[config.mk]
export PLATFORM = sky130hd
export DESIGN_NAME = hci_uart_h4_deframer
export DESIGN_NICKNAME = d
export VERILOG_FILES = /design/src/design/hci_h4_pkg.sv /design/src/design/hci_uart_h4_deframer.sv /design/src/design/hci_h4_regs.sv /design/src/design/hci_h4_core.sv
export VERILOG_INCLUDE_DIRS = /design/src /design/src/design
export SDC_FILE = /design/constraint.sdc
export NUM_CORES = 1
export LEC_CHECK = 0
export ABC_AREA = 1
export BUFFER_PORTS_ARGS = -buffer_cell sky130_fd_sc_hd__buf_2
export CORE_ASPECT_RATIO = 0.75
export CORE_MARGIN = 1.5
export CORE_UTILIZATION = 50
export CTS_CLUSTER_DIAMETER = 80
export DETAILED_ROUTE_END_ITERATION = 7
export GPL_TIMING_DRIVEN = 0
export PLACE_DENSITY = 0.75
export SLEW_MARGIN = 10
export SYNTH_ARGS = -nofsm -noshare
export SYNTH_HDL_FRONTEND = slang
export SYNTH_SLANG_ARGS = --single-unit
export TNS_END_PERCENT = 20
[constraint.sdc]
create_clock -name i_clk -period 3 [get_ports i_clk]
set_input_delay 0.15 -clock i_clk [delete_from_list [all_inputs] [get_ports i_clk]]
set_output_delay 0.15 -clock i_clk [all_outputs]
set_load 0.01 [all_outputs]
[src/design/hci_uart_h4_deframer_defines.svh]
// Assertion macros for the H4 receive deframer.
// Stand-alone header; included by the top level, which supplies i_clk and i_rst_n.
`ifndef HCI_UART_H4_DEFRAMER_DEFINES_SVH
`define HCI_UART_H4_DEFRAMER_DEFINES_SVH

// Same-cycle implication, muted while reset is held.
`define H4_ASSERT_NOW(lbl, ante, cons, msg) \
    lbl: assert property (@(posedge i_clk) disable iff (!i_rst_n) (ante) |-> (cons)) \
        else $error(msg);

// Next-cycle implication, muted while reset is held.
`define H4_ASSERT_NEXT(lbl, ante, cons, msg) \
    lbl: assert property (@(posedge i_clk) disable iff (!i_rst_n) (ante) |=> (cons)) \
        else $error(msg);

`endif

[src/design/hci_h4_pkg.sv]
// Shared types and constants for the H4 receive deframer.
// No dependencies; imported by every module of the block.
package hci_h4_pkg;

    localparam int unsigned ApbAddrW = 3;
    localparam int unsigned ApbDataW = 32;
    localparam int unsigned LenW     = 16;

    // Word index of the max_payload register (paddr[ApbAddrW-1:2]).
    localparam logic [ApbAddrW-3:0] REG_MAX_PAYLOAD = '0;

    localparam logic [LenW-1:0] MAX_PAYLOAD_RESET = 16'd1015;

    // One result per received byte.
    typedef struct packed {
        logic       out_valid;
        logic [7:0] out_byte;
        logic       pkt_kind;
        logic       first_flag;
        logic       last_flag;
        logic       dropped_flag;
        logic       too_long;
    } t_h4_result;

endpackage

[src/design/hci_uart_h4_deframer.sv]
// HCI UART (H4) receive deframer. Each request on the rx channel carries one
// byte from the serial link; each request on the result channel returns that
// byte unchanged with its framing marks: packet kind (event or ACL data),
// first byte, last byte, dropped (unknown type byte, not part of a packet)
// and too_long (payload length above max_payload, marked from the last
// header byte to the end of the packet). A zero-length packet ends on its
// last header byte. Throughput is one byte per clock while the consumer
// does not stall the result channel: a byte sits in the input register,
// the framing state machine steps on it and the marks land in the result
// register. A byte in the input register is stepped once the result
// register is empty or being drained, and its result then waits in the
// result register. The input register frees up whenever the result
// register is empty or being drained, so a stalled consumer backs up at
// most two bytes. max_payload (reset 1015) sits at byte address 0 of the
// APB-style port; write it only while no byte is in flight.
`include "hci_uart_h4_deframer_defines.svh"

module hci_uart_h4_deframer (
    input  logic                                i_clk,
    input  logic                                i_rst_n,
    // Received byte channel
    input  logic                                i_rx_valid,
    output logic                                o_rx_ready,
    input  logic [7:0]                          i_rx_byte,
    // Result channel
    output logic                                o_res_valid,
    input  logic                                i_res_ready,
    output logic                                o_out_valid,
    output logic [7:0]                          o_out_byte,
    output logic                                o_pkt_kind,
    output logic                                o_first_flag,
    output logic                                o_last_flag,
    output logic                                o_dropped_flag,
    output logic                                o_too_long,
    // Configuration port
    input  logic                                psel,
    input  logic                                penable,
    input  logic                                pwrite,
    input  logic [hci_h4_pkg::ApbAddrW-1:0]     paddr,
    input  logic [hci_h4_pkg::ApbDataW-1:0]     pwdata,
    output logic [hci_h4_pkg::ApbDataW-1:0]     prdata,
    output logic                                pready
);
    import hci_h4_pkg::*;

    logic            r_in_vld;
    logic [7:0]      r_in_byte;
    logic            r_res_vld;
    t_h4_result      r_res;

    logic            w_advance;
    logic            w_rx_take;
    logic [LenW-1:0] w_max_payload;
    t_h4_result      w_result;

    // Terms for the checks at the end.
    logic            w_long_out;
    logic            w_long_ok;
    logic            w_cfg_wr;
    logic [LenW-1:0] w_cfg_val;

    // Step the state machine when a byte is held and the result slot is free.
    assign w_advance  = r_in_vld && (!r_res_vld || i_res_ready);
    assign o_rx_ready = !r_in_vld || w_advance;
    assign w_rx_take  = i_rx_valid && o_rx_ready;

    hci_h4_regs u_regs (
        .i_clk         (i_clk),
        .i_rst_n       (i_rst_n),
        .psel          (psel),
        .penable       (penable),
        .pwrite        (pwrite),
        .paddr         (paddr),
        .pwdata        (pwdata),
        .prdata        (prdata),
        .pready        (pready),
        .o_max_payload (w_max_payload)
    );

    hci_h4_core u_core (
        .i_clk         (i_clk),
        .i_rst_n       (i_rst_n),
        .i_step        (w_advance),
        .i_byte        (r_in_byte),
        .i_max_payload (w_max_payload),
        .o_result      (w_result)
    );

    // Input register: fill on accept, empty when the byte moves on.
    always_ff @(posedge i_clk) begin
        if (!i_rst_n) begin
            r_in_vld <= 1'b0;
        end else if (w_rx_take) begin
            r_in_vld <= 1'b1;
        end else if (w_advance) begin
            r_in_vld <= 1'b0;
        end
    end

    always_ff @(posedge i_clk) begin
        if (w_rx_take) begin
            r_in_byte <= i_rx_byte;
        end
    end

    // Result register: hold until the consumer takes it.
    always_ff @(posedge i_clk) begin
        if (!i_rst_n) begin
            r_res_vld <= 1'b0;
        end else if (w_advance) begin
            r_res_vld <= 1'b1;
        end else if (i_res_ready) begin
            r_res_vld <= 1'b0;
        end
    end

    always_ff @(posedge i_clk) begin
        if (w_advance) begin
            r_res <= w_result;
        end
    end

    assign o_res_valid    = r_res_vld;
    assign o_out_valid    = r_res.out_valid;
    assign o_out_byte     = r_res.out_byte;
    assign o_pkt_kind     = r_res.pkt_kind;
    assign o_first_flag   = r_res.first_flag;
    assign o_last_flag    = r_res.last_flag;
    assign o_dropped_flag = r_res.dropped_flag;
    assign o_too_long     = r_res.too_long;

    assign w_long_out = o_res_valid && o_too_long;
    assign w_long_ok  = o_out_valid && !o_first_flag && !o_dropped_flag;
    assign w_cfg_wr   = psel && penable && pwrite && (paddr[ApbAddrW-1:2] == REG_MAX_PAYLOAD);
    assign w_cfg_val  = pwdata[LenW-1:0];

    // A stepped byte must show up as a pending result on the next cycle.
    `H4_ASSERT_NEXT(a_step_gives_result, w_advance, o_res_valid, "stepped byte gave no result")

    // too_long only marks kept bytes past the type byte.
    `H4_ASSERT_NOW(a_too_long_kept, w_long_out, w_long_ok, "too_long on a type or dropped byte")

    // A register write lands in max_payload on the next cycle.
    `H4_ASSERT_NEXT(a_cfg_write, w_cfg_wr, w_max_payload == $past(w_cfg_val), "write lost")

endmodule

[src/design/hci_h4_regs.sv]
// APB-style configuration register file for the H4 deframer.
// Depends on hci_h4_pkg; holds max_payload.
module hci_h4_regs (
    input  logic                                i_clk,
    input  logic                                i_rst_n,
    input  logic                                psel,
    input  logic                                penable,
    input  logic                                pwrite,
    input  logic [hci_h4_pkg::ApbAddrW-1:0]     paddr,
    input  logic [hci_h4_pkg::ApbDataW-1:0]     pwdata,
    output logic [hci_h4_pkg::ApbDataW-1:0]     prdata,
    output logic                                pready,
    output logic [hci_h4_pkg::LenW-1:0]         o_max_payload
);
    import hci_h4_pkg::*;

    logic [LenW-1:0]     r_max_payload;
    logic                w_sel_max;

    assign w_sel_max = (paddr[ApbAddrW-1:2] == REG_MAX_PAYLOAD);
    assign pready    = 1'b1;

    always_ff @(posedge i_clk) begin
        if (!i_rst_n) begin
            r_max_payload <= MAX_PAYLOAD_RESET;
        end else if (psel && penable && pwrite && w_sel_max) begin
            r_max_payload <= pwdata[LenW-1:0];
        end
    end

    // Read path: decode the word address, zero elsewhere.
    always_comb begin
        prdata = '0;
        if (w_sel_max) begin
            prdata = {{(ApbDataW-LenW){1'b0}}, r_max_payload};
        end
    end

    assign o_max_payload = r_max_payload;

endmodule

[src/design/hci_h4_core.sv]
// Per-byte framing state machine of the H4 deframer.
// Depends on hci_h4_pkg; advances one byte when i_step is high.
module hci_h4_core (
    input  logic                              i_clk,
    input  logic                              i_rst_n,
    input  logic                              i_step,
    input  logic [7:0]                        i_byte,
    input  logic [hci_h4_pkg::LenW-1:0]       i_max_payload,
    output hci_h4_pkg::t_h4_result            o_result
);
    import hci_h4_pkg::*;

    localparam logic [1:0] PH_TYPE    = 2'd0;
    localparam logic [1:0] PH_EVENT   = 2'd1;
    localparam logic [1:0] PH_ACL     = 2'd2;
    localparam logic [1:0] PH_PAYLOAD = 2'd3;

    localparam logic [7:0] TYPE_EVENT = 8'h04;
    localparam logic [7:0] TYPE_ACL   = 8'h02;

    // Header byte positions that carry the length.
    localparam logic [2:0] EVT_LEN_POS = 3'd1;
    localparam logic [2:0] ACL_LO_POS  = 3'd2;
    localparam logic [2:0] ACL_HI_POS  = 3'd3;

    logic [1:0]      r_phase,   n_phase;
    logic [LenW-1:0] r_left,    n_left;
    logic [2:0]      r_hpos,    n_hpos;
    logic [7:0]      r_len_lo,  n_len_lo;
    logic            r_kind,    n_kind;
    logic            r_long,    n_long;

    logic [LenW-1:0] w_len;
    logic            w_valid, w_first, w_last, w_dropped;

    assign w_len = (r_phase == PH_EVENT) ? {8'd0, i_byte} : {i_byte, r_len_lo};

    always_comb begin
        n_phase   = r_phase;
        n_left    = r_left;
        n_hpos    = r_hpos;
        n_len_lo  = r_len_lo;
        n_kind    = r_kind;
        n_long    = r_long;
        w_valid   = 1'b1;
        w_first   = 1'b0;
        w_last    = 1'b0;
        w_dropped = 1'b0;
        case (r_phase)
            PH_TYPE: begin
                n_long = 1'b0;
                n_hpos = '0;
                n_left = '0;
                n_kind = 1'b0;
                if (i_byte == TYPE_EVENT) begin
                    n_phase = PH_EVENT;
                    w_first = 1'b1;
                end else if (i_byte == TYPE_ACL) begin
                    n_kind  = 1'b1;
                    n_phase = PH_ACL;
                    w_first = 1'b1;
                end else begin
                    w_valid   = 1'b0;
                    w_dropped = 1'b1;
                end
            end
            PH_EVENT, PH_ACL: begin
                if ((r_phase == PH_EVENT && r_hpos < EVT_LEN_POS) ||
                    (r_phase == PH_ACL && r_hpos < ACL_LO_POS)) begin
                    n_hpos = r_hpos + 3'd1;
                end else if (r_phase == PH_ACL && r_hpos == ACL_LO_POS) begin
                    n_len_lo = i_byte;
                    n_hpos   = ACL_HI_POS;
                end else begin
                    // Length complete: close the header.
                    n_long = (w_len > i_max_payload);
                    n_hpos = '0;
                    if (w_len == '0) begin
                        n_phase = PH_TYPE;
                        n_left  = '0;
                        w_last  = 1'b1;
                    end else begin
                        n_left  = w_len;
                        n_phase = PH_PAYLOAD;
                    end
                end
            end
            default: begin
                n_left = r_left - 16'd1;
                if (n_left == '0) begin
                    w_last  = 1'b1;
                    n_phase = PH_TYPE;
                end
            end
        endcase
    end

    always_ff @(posedge i_clk) begin
        if (!i_rst_n) begin
            r_phase  <= PH_TYPE;
            r_left   <= '0;
            r_hpos   <= '0;
            r_len_lo <= '0;
            r_kind   <= 1'b0;
            r_long   <= 1'b0;
        end else if (i_step) begin
            r_phase  <= n_phase;
            r_left   <= n_left;
            r_hpos   <= n_hpos;
            r_len_lo <= n_len_lo;
            r_kind   <= n_kind;
            r_long   <= n_long;
        end
    end

    assign o_result.out_valid    = w_valid;
    assign o_result.out_byte     = i_byte;
    assign o_result.pkt_kind     = w_valid & n_kind;
    assign o_result.first_flag   = w_first;
    assign o_result.last_flag    = w_last;
    assign o_result.dropped_flag = w_dropped;
    assign o_result.too_long     = w_valid & n_long;

endmodule
==> out/qor.txt <==
DR vias - 4008
final setup violating endpoints - 0
CTS resizes - 0
final worst path period share - 92.8%
CP max-delay cell - o21ai_0
Syn Std Cell Area - 4160 µm²
DP Worst Slack - 0.331 ns
die area - 8870 µm²
Least-Margin Pin Slew - 0.662 ns
DR pass1 iterations - 5
worst hold start - pwdata[2]
CP cell instances - inv_1, ha_1, inv_2, o21ai_0, ha_1, a21oi_1, o21ai_0, a21o_1, nand2_1, nand2_1, nand2_1, nand2_1, nand2_1, a21oi_1
CP endpoint kind - flop
Buf/Inv on CP - 2
fin cells - 782
RSZ-0062 raised after global routing - no
clock buffer depth - 2
Tmin final - 2.79 ns
clock-pin slew on the worst setup and hold paths - 0.08 ns
number of top-level pins - 99
warnings from Yosys - 0
final worst slack - 0.215 ns
Cells after Synth - 569
1st-iter DRT viols - 389
Max-slew headroom - 55.8%
Pins Over Slew Limit - 0
routed len/inst - 13.7 µm
Worst R2R Setup Slack - 0.21 ns
CP max FO - 5
dpl hpwl - 7.99 mm
Crit path top cell by count - nand2_1
vias per std cell - 5.13
Setup Fix Bufs, Post-CTS - 0
Max H-tree Level - 3
core area - 7990 µm²
WP data required - 3.09 ns
Seq cells post-synth - 71
PortBufs - 61
largest net degree at the start of global routing - 18
Crit path depth - 14
Max Clock Freq - 359 MHz
Die Ht - 82.0 µm
PwrDens - 425 nW/µm²
Worst R2R Start - u_core.r_phase[1]$_SDFFE_PN0P_
kind of cell adding the most delay to the critical path - compound AO/OA/AOI/OAI gates
Leak - 2.43 nW
critical path class - flop to flop
Tot GR Track Use - 26.2%
Die X - 108 µm
Final Wtd Congestion - 0.950
Arrival @ worst endpoint - 2.87 ns
Final TNS setup - 0 ns
most frequent cells in the layout - nand2_1 (115), inv_1 (86), buf_2 (70), nor2_1 (65), dfxtp_1 (49)
sequential share of the synthesized area - 39.5%
Peak VDD IR - 0.339 mV
Final Hold Viols - 0
dpl cells - 750
aggregate global routing overflow - 0
DRC violations left - 0
Avg Cell Area, Syn - 7.30 µm²
Crit path largest cell delay - 0.50 ns
Initial Util - 52.0%
status - completed
Reg-to-Reg End - o_too_long$_DFFE_PP_
crit path from - u_core.r_phase[1]$_SDFFE_PN0P_
clk_skew - 0.0123 ns
R2R depth - 14
antenna-violating nets left - 0
Num CTS Buffers - 9
Hold Path Class - input pin to flop
Cell variety after synth - 35
Clock Sinks - 71
most common cell after layout, fill and taps aside - nand2_1
Worst Setup EP - o_too_long$_DFFE_PP_
fillcell total - 711
worst skew pair latency - 0.37 ns
number of global-route vias before repair - 3666
layout cells sized above 1 - 16.2%
first-pass GRT wire length - 17.5 mm
CTS tree - built
final WL - 10.7 mm
Rows - 28
startpoint types - flop
Clock Tree Root - clkbuf_8
Antenna diodes - 0
WHS - 0.00872 ns
initial antenna violation count - 0
Max Cap Viol - 0
Layout Nets - 746
Area growth syn-to-layout - 19.7%
-- how the worst min path moves through the flow --
stage / to / slack (ns) / depth (start not counted)
2_1_floorplan: r_in_byte[0]$_DFFE_PP_ / 0.25 / 0
3_3_place_gp: r_in_byte[1]$_DFFE_PP_ / 0.33 / 1
6_report: u_regs.o_max_payload[2]$_SDFFE_PN1P_ / 0.009 / 3
3_5_place_dp: r_in_byte[3]$_DFFE_PP_ / 0.33 / 1
4_1_cts: u_regs.o_max_payload[2]$_SDFFE_PN1P_ / 0.0009 / 3
5_1_grt: u_regs.o_max_payload[2]$_SDFFE_PN1P_ / 0.004 / 3
-- state kept, by name, indices dropped and copies added, names as in the netlist --
name                  flops
u_core.r_phase            2
o_out_byte                8
o_pkt_kind                1
u_core.r_kind             1
u_core.r_hpos             3
u_core.r_long             1
o_res_valid               1
u_core.r_len_lo           8
o_first_flag              1
o_too_long                1
r_in_vld                  1
u_regs.o_max_payload     16
o_dropped_flag            1
o_last_flag               1
u_core.r_left            16
o_out_valid               1
r_in_byte                 8
-- repair_timing --
item,in CTS,in global routing
setup endpoints to repair,0,0
hold buffers,16,0
endpoints found under the hold margin,16,0
-- cells in the mapped netlist, drive strengths merged --
cell / instances / area share [%]
a211oi: 2 / 0.36
a21boi: 1 / 0.18
a21o: 1 / 0.18
a21oi: 40 / 4.8
a221oi: 2 / 0.42
a31oi: 2 / 0.30
a41oi: 1 / 0.21
and3: 1 / 0.15
buf: 30 / 5.0
clkbuf: 7 / 0.63
conb: 2 / 0.18
dfxtp: 49 / 24
edfxtp: 22 / 16
ha: 24 / 7.2
inv: 88 / 7.9
nand2: 116 / 11
nand3: 24 / 2.9
nand3b: 4 / 0.72
nand4: 4 / 0.60
nor2: 68 / 6.3
nor3: 9 / 1.1
nor4: 2 / 0.30
o211ai: 18 / 3.3
o21a: 6 / 1.1
o21ai: 40 / 4.8
o221ai: 1 / 0.21
o22ai: 1 / 0.15
xor2: 4 / 0.84
-- metal layers --
metal / part of all wire (%) / up-vias / wire [µm] / track usage (%)
li1: - / 2028 / - / -
met1: 48 / 1799 / 5090 / 36.0
met2: 43 / 163 / 4570 / 40.7
met3: 7.8 / 18 / 833 / 5.71
met4: 1.9 / 0 / 206 / 9.34
met5: 0 / - / 0 / 0
-- logic make-up after synthesis --
logic type	Yosys count	synth area share, %
and+or+nand+nor	228	22.7
adders and majority gates	24	7.22
buffers and inverters	125	13.5
DFF	71	39.5
AOI/OAI and AO/OA	115	16.0
other	2	0.181
xor gates and xnor gates	4	0.843
-- through the flow --
stage,instance area [µm²],power (mW),util [%]
after floorplan,4210,1.33,-
after global placement,4650,1.42,58.2
after detailed placement,4650,1.43,58.2
after CTS,4980,2.13,62.3
after global routing,4980,2.24,62.3
final,4980,2.12,62.3
-- where the power goes --
part / leakage [nW] / internal, mW / total [mW] / switching (mW)
Clock: 0.0833 / 0.300 / 0.678 / 0.378
Sequential: 0.606 / 1.03 / 1.06 / 0.0277
Combinational: 1.74 / 0.145 / 0.383 / 0.238
Total: 2.43 / 1.47 / 2.12 / 0.644
-- worst min-delay path, delay by kind of cell --
kind                   cells  cell delay (ns)
AND/OR/NAND/NOR            1             0.04
buffers and inverters      1             0.08
AO/OA/AOI/OAI              1             0.07
-- cell type report --
| class | count | area, µm² | share of cell area (%) |
|---|---|---|---|
| inverters | 88 | 330 | 6.64 |
| plain buffers | 37 | 233 | 4.68 |
| clock buffers | 11 | 131 | 2.64 |
| flip-flops and latches | 71 | 1640 | 33.0 |
| clock inverters | 5 | 35.0 | 0.704 |
| multi-input cells | 388 | 2010 | 40.4 |
| well taps | 105 | 131 | 2.64 |
| repair buffers | 77 | 465 | 9.35 |
Power figures use the tool's default switching activity.
